<file path="src/hdl/cgrr_pkg.sv">
// Package for the consumer group round-robin dispatcher.
// Holds the command and status codes, the controller states and the probe
// record that walks the row of member cells. No dependencies.
package cgrr_pkg;

    // Widest slot index the member table may ever need (64 slots)
    localparam int SLOT_MAX_W = 6;

    // Field widths of the streaming items
    localparam int CMD_W    = 2;
    localparam int ID_W     = 32;
    localparam int TAG_W    = 32;
    localparam int STATUS_W = 3;
    localparam int OSLOT_W  = 3;
    localparam int OCOUNT_W = 4;
    localparam int TOTAL_W  = 64;
    localparam int S_DATA_W = 72;
    localparam int M_DATA_W = 144;

    typedef enum logic [CMD_W-1:0] {
        CMD_ADD      = 2'd0,
        CMD_REMOVE   = 2'd1,
        CMD_DISPATCH = 2'd2,
        CMD_NOP      = 2'd3
    } cmd_t;

    typedef enum logic [STATUS_W-1:0] {
        STS_OK       = 3'd0,
        STS_DUP      = 3'd1,
        STS_FULL     = 3'd2,
        STS_NOTFOUND = 3'd3,
        STS_EMPTY    = 3'd4
    } status_t;

    typedef enum logic [1:0] {
        ST_IDLE,
        ST_SCAN,
        ST_DONE
    } state_t;

    // Search record handed from cell to cell, one cell per cycle
    typedef struct packed {
        logic                  valid;
        logic [ID_W-1:0]       key;
        logic                  hit;
        logic [SLOT_MAX_W-1:0] hit_slot;
        logic [ID_W-1:0]       last_id;
        logic [ID_W-1:0]       ptr_id;
    } probe_t;

endpackage

</file>
<file path="src/hdl/cgrr_cell.sv">
// One slot of the member table: stores a member id and updates the probe
// record passing through it. Depends on cgrr_pkg.
module cgrr_cell #(
    parameter int IDX    = 0,
    parameter int CNT_W  = 4,
    parameter int SLOT_W = 3
) (
    input  logic                 aclk,
    input  logic                 aresetn,
    input  logic [CNT_W-1:0]     count,
    input  logic [SLOT_W-1:0]    sel,
    input  logic                 wr_en,
    input  logic [31:0]          wr_data,
    input  cgrr_pkg::probe_t     probe_in,
    output cgrr_pkg::probe_t     probe_out
);
    import cgrr_pkg::*;

    logic [ID_W-1:0] id_reg;
    probe_t          probe_reg;
    probe_t          probe_next;
    logic            occupied;

    assign occupied = CNT_W'(IDX) < count;

    // Compare the key, pick up the last entry and the entry at the pointer
    always_comb begin
        probe_next = probe_in;
        if (occupied && !probe_in.hit && (id_reg == probe_in.key)) begin
            probe_next.hit      = 1'b1;
            probe_next.hit_slot = SLOT_MAX_W'(IDX);
        end
        if (CNT_W'(IDX + 1) == count) begin
            probe_next.last_id = id_reg;
        end
        if (SLOT_W'(IDX) == sel) begin
            probe_next.ptr_id = id_reg;
        end
    end

    // Hold the stored id until written
    always_ff @(posedge aclk) begin
        if (wr_en) begin
            id_reg <= wr_data;
        end
    end

    // Advance the probe one cell
    always_ff @(posedge aclk) begin
        if (!aresetn) begin
            probe_reg.valid <= 1'b0;
        end else begin
            probe_reg.valid <= probe_next.valid;
        end
        probe_reg.key      <= probe_next.key;
        probe_reg.hit      <= probe_next.hit;
        probe_reg.hit_slot <= probe_next.hit_slot;
        probe_reg.last_id  <= probe_next.last_id;
        probe_reg.ptr_id   <= probe_next.ptr_id;
    end

    assign probe_out = probe_reg;

endmodule

</file>
<file path="src/hdl/consumer_group_round_robin_core.sv">
// Top level of the consumer group round-robin dispatcher.
// Controller, state registers and the row of cgrr_cell slots.
// Depends on cgrr_pkg and cgrr_cell.
//
// Usage:
//   The s_ channel takes one command item: add a member id, remove a member
//   id, or dispatch one message tag. The m_ channel returns exactly one result
//   item per command, in order: status, chosen member id and slot, forwarded
//   tag, member count after the command and the running dispatch total.
//   Each command launches a probe through a chain of MAX_CONSUMERS cells, one
//   cell per cycle; the probe collects the duplicate/lookup hit, the last
//   entry and the entry under the round-robin pointer. The probe result is
//   registered, and the table, count and pointer are updated when the result
//   is loaded into the output register. One command is in flight at a time,
//   so a new item is not taken until the previous result has been loaded.
//   The result sits in an output register; s_tready rises again as soon as
//   the result is loaded, even while m_tready is low. If the receiver stalls,
//   the next command completes its scan and then waits until the output
//   register is free. Reset clears the count, pointer, dispatch total and all
//   handshake state; the stored ids are not cleared and are never read before
//   being written.
module consumer_group_round_robin_core #(
    parameter int MAX_CONSUMERS = 8
) (
    input  logic                            aclk,
    input  logic                            aresetn,
    input  logic                            s_tvalid,
    output logic                            s_tready,
    // [1:0] cmd, [33:2] member_id, [65:34] message_tag, rest zero
    input  logic [cgrr_pkg::S_DATA_W-1:0]   s_tdata,
    output logic                            m_tvalid,
    input  logic                            m_tready,
    // [2:0] status, [34:3] target_id, [37:35] target_slot, [69:38] tag_out,
    // [73:70] member_count, [137:74] dispatched_total, rest zero
    output logic [cgrr_pkg::M_DATA_W-1:0]   m_tdata
);
    import cgrr_pkg::*;

    localparam int SLOT_W = (MAX_CONSUMERS > 1) ? $clog2(MAX_CONSUMERS) : 1;
    localparam int CNT_W  = $clog2(MAX_CONSUMERS + 1);

    state_t               state_reg, state_next;
    logic [CNT_W-1:0]     cnt_reg, cnt_next;
    logic [SLOT_W-1:0]    ptr_reg, ptr_next;
    logic [TOTAL_W-1:0]   total_reg, total_next;
    cmd_t                 cmd_reg;
    logic [TAG_W-1:0]     tag_reg;
    probe_t               res_reg;
    logic                 m_tvalid_reg;
    logic [M_DATA_W-1:0]  m_tdata_reg, m_tdata_next;

    probe_t               probe_w [0:MAX_CONSUMERS];
    logic [SLOT_W-1:0]    sel;
    logic                 s_fire;
    logic                 out_free;
    logic                 done_fire;
    logic                 capture;
    logic                 table_we;
    logic [SLOT_W-1:0]    wr_slot;
    logic [ID_W-1:0]      wr_data;

    // Dispatch slot: the pointer, or slot 0 if it ever lies past the end
    assign sel = (CNT_W'(ptr_reg) < cnt_reg) ? ptr_reg : '0;

    // Launch a probe into the first cell on accept
    assign s_fire = s_tvalid && s_tready;
    always_comb begin
        probe_w[0]          = '0;
        probe_w[0].valid    = s_fire;
        probe_w[0].key      = s_tdata[33:2];
    end

    // Row of member cells
    for (genvar i = 0; i < MAX_CONSUMERS; i++) begin : g_cell
        cgrr_cell #(
            .IDX    (i),
            .CNT_W  (CNT_W),
            .SLOT_W (SLOT_W)
        ) u_cell (
            .aclk      (aclk),
            .aresetn   (aresetn),
            .count     (cnt_reg),
            .sel       (sel),
            .wr_en     (table_we && (wr_slot == SLOT_W'(i))),
            .wr_data   (wr_data),
            .probe_in  (probe_w[i]),
            .probe_out (probe_w[i+1])
        );
    end

    // Next state
    always_comb begin
        state_next = state_reg;
        unique case (state_reg)
            ST_IDLE: if (s_fire) state_next = ST_SCAN;
            ST_SCAN: if (probe_w[MAX_CONSUMERS].valid) state_next = ST_DONE;
            ST_DONE: if (out_free) state_next = ST_IDLE;
            default: state_next = ST_IDLE;
        endcase
    end

    // State machine outputs
    assign out_free = !m_tvalid_reg || m_tready;
    always_comb begin
        s_tready  = 1'b0;
        capture   = 1'b0;
        done_fire = 1'b0;
        unique case (state_reg)
            ST_IDLE: s_tready  = 1'b1;
            ST_SCAN: capture   = probe_w[MAX_CONSUMERS].valid;
            ST_DONE: done_fire = out_free;
            default: ;
        endcase
    end

    // Decide the command outcome and the state updates
    always_comb begin
        status_t          sts;
        logic [ID_W-1:0]  tgt_id;
        logic [OSLOT_W-1:0] tgt_slot;
        logic [TAG_W-1:0] tag_o;
        logic [SLOT_W-1:0] hslot;
        logic [SLOT_W-1:0] p;
        logic [CNT_W-1:0]  c;

        sts        = STS_OK;
        tgt_id     = '0;
        tgt_slot   = '0;
        tag_o      = '0;
        hslot      = SLOT_W'(res_reg.hit_slot);
        p          = ptr_reg;
        c          = cnt_reg;
        cnt_next   = cnt_reg;
        ptr_next   = ptr_reg;
        total_next = total_reg;
        table_we   = 1'b0;
        wr_slot    = '0;
        wr_data    = res_reg.key;

        unique case (cmd_reg)
            CMD_ADD: begin
                if (res_reg.hit) begin
                    sts = STS_DUP;
                end else if (cnt_reg >= CNT_W'(MAX_CONSUMERS)) begin
                    sts = STS_FULL;
                end else begin
                    table_we = done_fire;
                    wr_slot  = SLOT_W'(cnt_reg);
                    wr_data  = res_reg.key;
                    cnt_next = cnt_reg + 1'b1;
                end
            end
            CMD_REMOVE: begin
                if (!res_reg.hit) begin
                    sts = STS_NOTFOUND;
                end else begin
                    table_we = done_fire;
                    wr_slot  = hslot;
                    wr_data  = res_reg.last_id;
                    if (hslot < ptr_reg) p = ptr_reg - 1'b1;
                    c        = cnt_reg - 1'b1;
                    cnt_next = c;
                    if ((c == '0) || (CNT_W'(p) >= c)) p = '0;
                    ptr_next = p;
                end
            end
            CMD_DISPATCH: begin
                if (cnt_reg == '0) begin
                    sts = STS_EMPTY;
                end else begin
                    tgt_id     = res_reg.ptr_id;
                    tgt_slot   = OSLOT_W'(sel);
                    tag_o      = tag_reg;
                    ptr_next   = (CNT_W'(sel) + 1'b1 == cnt_reg) ? '0 : sel + 1'b1;
                    total_next = total_reg + 1'b1;
                end
            end
            CMD_NOP: ;
            default: ;
        endcase

        m_tdata_next           = '0;
        m_tdata_next[2:0]      = sts;
        m_tdata_next[34:3]     = tgt_id;
        m_tdata_next[37:35]    = tgt_slot;
        m_tdata_next[69:38]    = tag_o;
        m_tdata_next[73:70]    = OCOUNT_W'(cnt_next);
        m_tdata_next[137:74]   = total_next;
    end

    // Control registers
    always_ff @(posedge aclk) begin
        if (!aresetn) begin
            state_reg    <= ST_IDLE;
            cnt_reg      <= '0;
            ptr_reg      <= '0;
            total_reg    <= '0;
            m_tvalid_reg <= 1'b0;
        end else begin
            state_reg <= state_next;
            if (done_fire) begin
                cnt_reg   <= cnt_next;
                ptr_reg   <= ptr_next;
                total_reg <= total_next;
            end
            if (done_fire) begin
                m_tvalid_reg <= 1'b1;
            end else if (m_tready) begin
                m_tvalid_reg <= 1'b0;
            end
        end
    end

    // Payload registers
    always_ff @(posedge aclk) begin
        if (s_fire) begin
            cmd_reg <= cmd_t'(s_tdata[1:0]);
            tag_reg <= s_tdata[65:34];
        end
        if (capture) begin
            res_reg <= probe_w[MAX_CONSUMERS];
        end
        if (done_fire) begin
            m_tdata_reg <= m_tdata_next;
        end
    end

    assign m_tvalid = m_tvalid_reg;
    assign m_tdata  = m_tdata_reg;

    // Member count never exceeds the table size
    a_cnt_bound: assert property (@(posedge aclk) disable iff (!aresetn)
        cnt_reg <= CNT_W'(MAX_CONSUMERS))
        else $error("member count above table size");

    // Pointer stays inside the occupied slots, and at 0 on an empty table
    a_ptr_range: assert property (@(posedge aclk) disable iff (!aresetn)
        (cnt_reg == '0) ? (ptr_reg == '0) : (CNT_W'(ptr_reg) < cnt_reg))
        else $error("round-robin pointer out of range");

    // A probe leaves the chain only while the controller waits for it
    a_tail_scan: assert property (@(posedge aclk) disable iff (!aresetn)
        probe_w[MAX_CONSUMERS].valid |-> (state_reg == ST_SCAN))
        else $error("probe left chain outside scan");

    // A successful dispatch bumps the total by exactly one
    a_total_inc: assert property (@(posedge aclk) disable iff (!aresetn)
        (done_fire && (cmd_reg == CMD_DISPATCH) && (cnt_reg != '0))
        |=> (total_reg == $past(total_reg) + 1'b1))
        else $error("dispatch total did not advance");

endmodule
</file>
<file path="config.mk">
export PLATFORM = sky130hd
export DESIGN_NAME = consumer_group_round_robin_core
export DESIGN_NICKNAME = d
export VERILOG_FILES = /design/src/hdl/cgrr_pkg.sv /design/src/hdl/cgrr_cell.sv /design/src/hdl/consumer_group_round_robin_core.sv
export SDC_FILE = /design/constraint.sdc
export NUM_CORES = 2
export LEC_CHECK = 0
export BUFFER_PORTS_ARGS = -buffer_cell sky130_fd_sc_hd__buf_2
export CAP_MARGIN = 10
export CORE_ASPECT_RATIO = 0.75
export CORE_MARGIN = 2
export CORE_UTILIZATION = 45
export DETAILED_ROUTE_END_ITERATION = 6
export GPL_ROUTABILITY_DRIVEN = 0
export PLACE_DENSITY = 0.63
export REMOVE_ABC_BUFFERS = 1
export SLEW_MARGIN = 10
export SYNTH_ARGS = -nofsm -noshare
export SYNTH_HDL_FRONTEND = slang
export SYNTH_SLANG_ARGS = --single-unit
</file>
<file path="constraint.sdc">
create_clock -name aclk -period 6.3 [get_ports aclk]
set_input_delay 0.315 -clock aclk [delete_from_list [all_inputs] [get_ports aclk]]
set_output_delay 0.315 -clock aclk [all_outputs]
set_load 0.01 [all_outputs]
</file>
# After elaboration in Yosys (flattened, before gate mapping)
# Cells that the tools add are included.
dict set report word_totals {
  register_bits 1410
  inputBits 76
}
dict set report classes {
  add_sub_neg 6
  order_cmp 12
  eq_ne 40
  mux 54
  bitwise_logic 1
  n_reduce_logical 45
}
# op count
set op_table {}
lappend op_table {{32-bit 2-to-1 mux} 16}
lappend op_table {{32-bit == test} 8}
lappend op_table {{64-bit 2-to-1 mux} 2}
lappend op_table {{64-bit by 1-bit adder with 64-bit output (second input constant)} 1}
lappend op_table {{3-bit 2-to-1 mux} 12}
lappend op_table {{1-bit logical AND} 24}
lappend op_table {{3-bit by 4-bit == test with 1-bit output (first input constant)} 4}
lappend op_table {{3-bit by 4-bit < comparator with 1-bit output (first input constant)} 4}
lappend op_table {{3-bit == test (first input constant)} 4}
lappend op_table {{3-bit == test (second input constant)} 4}
lappend op_table {{2-bit 2-to-1 mux} 6}
lappend op_table {{4-bit 2-to-1 mux} 3}
lappend op_table {{3-bit one-hot mux with 2 select lines} 2}
lappend op_table {{3-bit one-hot mux with 3 select lines} 1}
lappend op_table {{2-bit by 4-bit == test with 1-bit output (first input constant)} 2}
lappend op_table {{1-bit logical NOT} 8}
lappend op_table {{4-bit logical NOT} 2}
lappend op_table {{1-bit by 4-bit < comparator with 1-bit output (first input constant)} 2}
lappend op_table {{2-bit by 4-bit < comparator with 1-bit output (first input constant)} 2}
lappend op_table {{1-bit 2-to-1 mux} 8}
lappend op_table {{2-bit inequality test (second input constant)} 4}
lappend op_table {{4-bit one-hot mux with 2 select lines} 1}
lappend op_table {{7-bit 2-to-1 mux} 1}
lappend op_table {{2-bit by 3-bit == test with 1-bit output (first input constant)} 2}
lappend op_table {{other kinds (28)} 35}

# Depth between registers and ports, before layout
dict set report depth {
  ltp_word 9
  ltp_mapped 14
  mapped_depth_nobuf 14
}

# Modules after synthesis
# A second synthesis with hierarchy kept.
dict set report hier_totals {
  hier_cells 3205
  hier_area_um2 48472.7
}
# mod instances cells_per_inst area_each_um2
set modules_own_cells {}
lappend modules_own_cells {consumer_group_round_robin_core 1 1096 14246.2}
lappend modules_own_cells {{cgrr_cell at g_cell[5].u_cell} 1 266 4309.1}
lappend modules_own_cells {{cgrr_cell at g_cell[0].u_cell} 1 266 4296.6}
lappend modules_own_cells {{cgrr_cell at g_cell[2].u_cell} 1 264 4287.9}
lappend modules_own_cells {{cgrr_cell at g_cell[3].u_cell} 1 263 4280.4}
lappend modules_own_cells {{cgrr_cell at g_cell[7].u_cell} 1 262 4271.6}
lappend modules_own_cells {{cgrr_cell at g_cell[4].u_cell} 1 265 4267.8}
lappend modules_own_cells {{cgrr_cell at g_cell[1].u_cell} 1 260 4256.6}
lappend modules_own_cells {{cgrr_cell at g_cell[6].u_cell} 1 263 4256.6}

# Worst setup path after synthesis
# No wires, ideal clock.
dict set report synth_path {
  path_kind {register -> register}
  from {reg state_reg[0]}
  to {reg total_reg[0]}
  t_arrival_ns 5.520
  setup_slack_ns 0.665
  stages_incl_launch_ff 9
  synth_period_minus_slack_ns 5.635
  path_cell_list {dfxtp_1 > nand2b_1 > nand2b_1 > clkbuf_1 > clkinv_1 > clkbuf_1 > nand2_1 > xnor2_1 > and2_1}
}
dict set report synth_via {
  elab_chain_cells 2
}
# item line
set synth_lines {}
lappend synth_lines {{start: declaration} consumer_group_round_robin_core.sv:42} ;# state_t state_reg, state_next;
lappend synth_lines {{start signal: assignment} consumer_group_round_robin_core.sv:200} ;# state_reg <= state_next;
lappend synth_lines {{2-bit == test} consumer_group_round_robin_core.sv:108} ;# unique case (state_reg)
lappend synth_lines {{1-bit 2-to-1 mux} consumer_group_round_robin_core.sv:108}
lappend synth_lines {{via done_fire} consumer_group_round_robin_core.sv:56} ;# logic done_fire;
lappend synth_lines {{end signal: assignment} consumer_group_round_robin_core.sv:204} ;# total_reg <= total_next;
lappend synth_lines {{end: declaration} consumer_group_round_robin_core.sv:45} ;# logic [TOTAL_W-1:0] total_reg, total_next;
# The timed path passes the listed nets, and every way through them passes these cells.
# A chain may end at the register's enable or synchronous reset.

# Worst setup path in the final report
dict set report layout_path {
  from {reg cnt_reg[1]}
  to {reg m_tdata_reg[135], in the netlist m_tdata[135] (data pin)}
}
dict set report layout_via {
  elab_chain_cells 3
}
# item line
set layout_lines {}
lappend layout_lines {{start: declaration} consumer_group_round_robin_core.sv:43} ;# logic [CNT_W-1:0] cnt_reg, cnt_next;
lappend layout_lines {{start signal: assignment} consumer_group_round_robin_core.sv:202} ;# cnt_reg <= cnt_next;
lappend layout_lines {{4-bit logical NOT} consumer_group_round_robin_core.sv:168} ;# if (cnt_reg == '0) begin
lappend layout_lines {{64-bit 2-to-1 mux} consumer_group_round_robin_core.sv:168}
lappend layout_lines {{64-bit 2-to-1 mux} consumer_group_round_robin_core.sv:140} ;# unique case (cmd_reg)
lappend layout_lines {{via m_tdata_next[135]} consumer_group_round_robin_core.sv:50} ;# logic [M_DATA_W-1:0] m_tdata_reg, m_tdata_next;
lappend layout_lines {{end signal: assignment} consumer_group_round_robin_core.sv:224} ;# m_tdata_reg <= m_tdata_next;
lappend layout_lines {{end: declaration} consumer_group_round_robin_core.sv:50}
# The timed path passes the listed nets, and every way through them passes these cells.

==> metrics.yaml <==
drt_wl_total_mm: 111
area_delta_synth_final_pct: 16.5
htreeDepth: 4
cpPeakStageDelay_ns: 0.90
design.die.area_um2: 107000
ys_types: 64
path_class: "reg -> reg"
drc_errors: 0
path_cells: "inv_1 -> ha_1 -> nor3b_1 -> nor3_1 -> nand4_1 -> or2_1 -> nor2_1 -> xor2_1"
syn-cell-area_um2: 47100
largest_register_ffs: 801
grt.overflow.total: 0
track_usage_pct: 20.6
period_needed_ns: 4.21
tightest_slew_ns: 1.28
finalMaxSlewViolations: 0
fp.coreArea_um2: 104000
grt_pass1_vias: 25652
finalCritPeriodShare_pct: 66.8
critPathSlowestCell: "nor3_1"
yosysTopAreaCell: "dfxtp_1"
crit_arrival_ns: 4.67
placementRows: 102
die_height_um: 284
grt_max_degree: 90
first_pass_iters: 5
cts.sinks: 1403
initial_core_util_pct: 45.5
finalHoldViolCount: 0
clk_pin_slew_worst_paths_ns: 0.06
io_pins: 222
num_vias: 25287
fin_skew_ns: 0.0216
clk_path_buf_depth: 3
power_density_nw_per_um2: 325
ant_nets: 0
hold_ws_ns: 0.0932
dpl.hpwl_mm: 78.0
avgViaCountPerCell: 5.09
setup_viol: 0
grt_pass1_wl_mm: 163
tns_ns: 0
rsz0062_at_grt: "no"
fmax_mhz: 238
synthArstFlopShare_pct: 0
cts_root_buf: "clkbuf_16"
cts_tree: "yes"
worst_setup_path_end_kind: "flip-flop"
drt_iter0_drc: 1915
synth_area_leaders: "dfxtp_1, edfxtp_1, mux2_2"
place_area_um2: 49700
hold_path_class: "in -> reg"
synth_seq_cells: 1403
die_width_um: 378
p_total_mw: 17.8
antenna_found_initial: 3
avgRoutedWirePerCell_um: 22.3
cap_violations: 0
cts_buffers: 130
synth_area_per_cell_um2: 15.0
synth_top_area_share_pct: 37.2
yosysSeqAreaShare_pct: 70.9
layout.nets: 3555
diodes: 0
clkLatencyLatePin_ns: 0.73
portBuffers: 209
outcome: "complete, no violations"
slew_headroom_pct: 14.0
leakage_nw: 20.6
fillerInstances: 8632
final_layout_size_suffix_gt1_share_pct: 27.3
yosysWarnings: 0
crit_required_ns: 6.76
synth-main-ff-cell: "dfxtp_1"
path_max_fanout: 14
final_area_um2: 54800
peakVddDrop_uv: 253
syn_inst: 3140
critPathLaunchType: "flip-flop"
synth_edf_count: 528
cts_resized: 0
==> path summary, 6_finish.rpt <==
| path | from | to | slack, ns | cells past startpoint |
|---|---|---|---|---|
| hold / removal | m_tready | m_tvalid | 0.09 | 3 |
| setup / recovery | cnt_reg[1] | m_tdata[135] | 2.09 | 8 |
| hold reg to reg | g_cell[2].u_cell.probe_out[84] | g_cell[3].u_cell.probe_out[84] | 0.36 | 0 |
| setup reg to reg | cnt_reg[1] | m_tdata[135] | 2.09 | 8 |
==> kinds of logic after synthesis <==
family / count (synthesis) / synth area share [%]
mux: 483 / 11.5
compound gates: 80 / 1.12
simple gates: 627 / 7.61
flops: 1403 / 70.9
buf+inv: 150 / 1.33
xor+xnor: 376 / 6.99
other cells: 1 / 0.00796
fa+ha+maj: 20 / 0.531
==> repair_timing <==
item                      CTS  global route
hold buffers               67             0
setup buffers               0             0
hold endpoints to repair   69             0
==> critical path: cells and delay by family (launching register included) <==
kind / cells / cell delay (ns)
AND/OR/NAND/NOR: 5 / 2.61
adder cells (fa/ha/maj): 1 / 0.36
flip-flops: 1 / 0.69
XOR/XNOR: 1 / 0.08
buffers and inverters: 1 / 0.18
==> per-layer routing <==
metal | GRT usage [%] | part of all wire, % | up-vias
met5 | 0 | 0 | -
met4 | 5.06 | 1.5 | 0
met3 | 3.74 | 5.5 | 118
met2 | 30.9 | 45 | 554
met1 | 30.6 | 48 | 12814
li1 | - | - | 11801
==> metrics by stage <==
stage | instances | utilization (%) | setup WS, ns
2_1_floorplan | 3018 | - | -0.121
3_3_place_gp | 4664 | 48.0 | 2.23
3_5_place_dp | 4664 | 48.0 | 2.21
4_1_cts | 4972 | 53.0 | 2.20
5_1_grt | 4972 | 53.0 | 1.61
6_report | 4972 | 53.0 | 2.09
==> cells in the final DEF, fill, tap and decap left out, types with 13 or more instances in the layout <==
cell type / synthesis / final
buf_4: 6 / 33
nand3_1: 37 / 37
xor2_1: 159 / 159
nor3_1: 38 / 38
xnor2_1: 217 / 217
dfxtp_1: 875 / 875
nor2_1: 51 / 41
nand2_1: 84 / 84
o21ai_0: 24 / 24
or3_1: 13 / 13
dlygate4sd3_1: 0 / 67
and3_1: 139 / 139
ha_1: 20 / 18
clkbuf_8: 0 / 20
inv_1: 22 / 22
mux2_2: 480 / 480
clkinv_2: 0 / 23
or2_2: 14 / 14
nand4_1: 70 / 70
and2_1: 63 / 61
clkbuf_1: 71 / 28
nor4_1: 58 / 56
nand2b_1: 14 / 13
clkbuf_16: 0 / 137
edfxtp_1: 528 / 528
buf_2: 14 / 209
==> Yosys cell counts (2+ instances only) <==
master and number:
dfxtp_1 875, buf_1 32, nor4_1 58, nand2_1 84, nor2b_1 11, buf_4 6
mux2_2 480, or2_2 14, nor3_1 38, nor2_1 51, a21o_1 4, and2_1 63
nor3_2 2, and4_1 5, nand4_1 70, and3_1 139, mux2i_1 3, a31oi_1 2
xor2_1 159, nor4_4 2, nand2b_1 14, or4_1 11, clkbuf_1 71, ha_1 20
xnor2_1 217, nand3b_1 3, or3_1 13, a22oi_1 3, o21ai_0 24, nand3_1 37
nand3_2 3, a21oi_1 12, nor2_2 3, buf_6 3, a211oi_1 2, edfxtp_1 528
o21a_1 4, a21boi_1 2, a21boi_0 12, nor3b_1 2, buf_2 14, inv_1 22
==> power breakdown <==
group	switching [mW]	internal, mW
Combinational	0.156	0.105
Sequential	0.0654	9.46
Clock	3.38	4.67
Total	3.60	14.2
==> area by class of cell <==
cell class	instances	area, um2	share of cell area [%]
Multi-Input combinational cell	1592	13200	24.1
Clock inverter	56	626	1.14
Tap cell	1404	1760	3.20
Timing Repair Buffer	309	1960	3.58
Sequential cell	1403	33400	60.9
Clock buffer	185	3810	6.95
Inverter	23	91.3	0.167
Power figures use the tool's default switching activity.
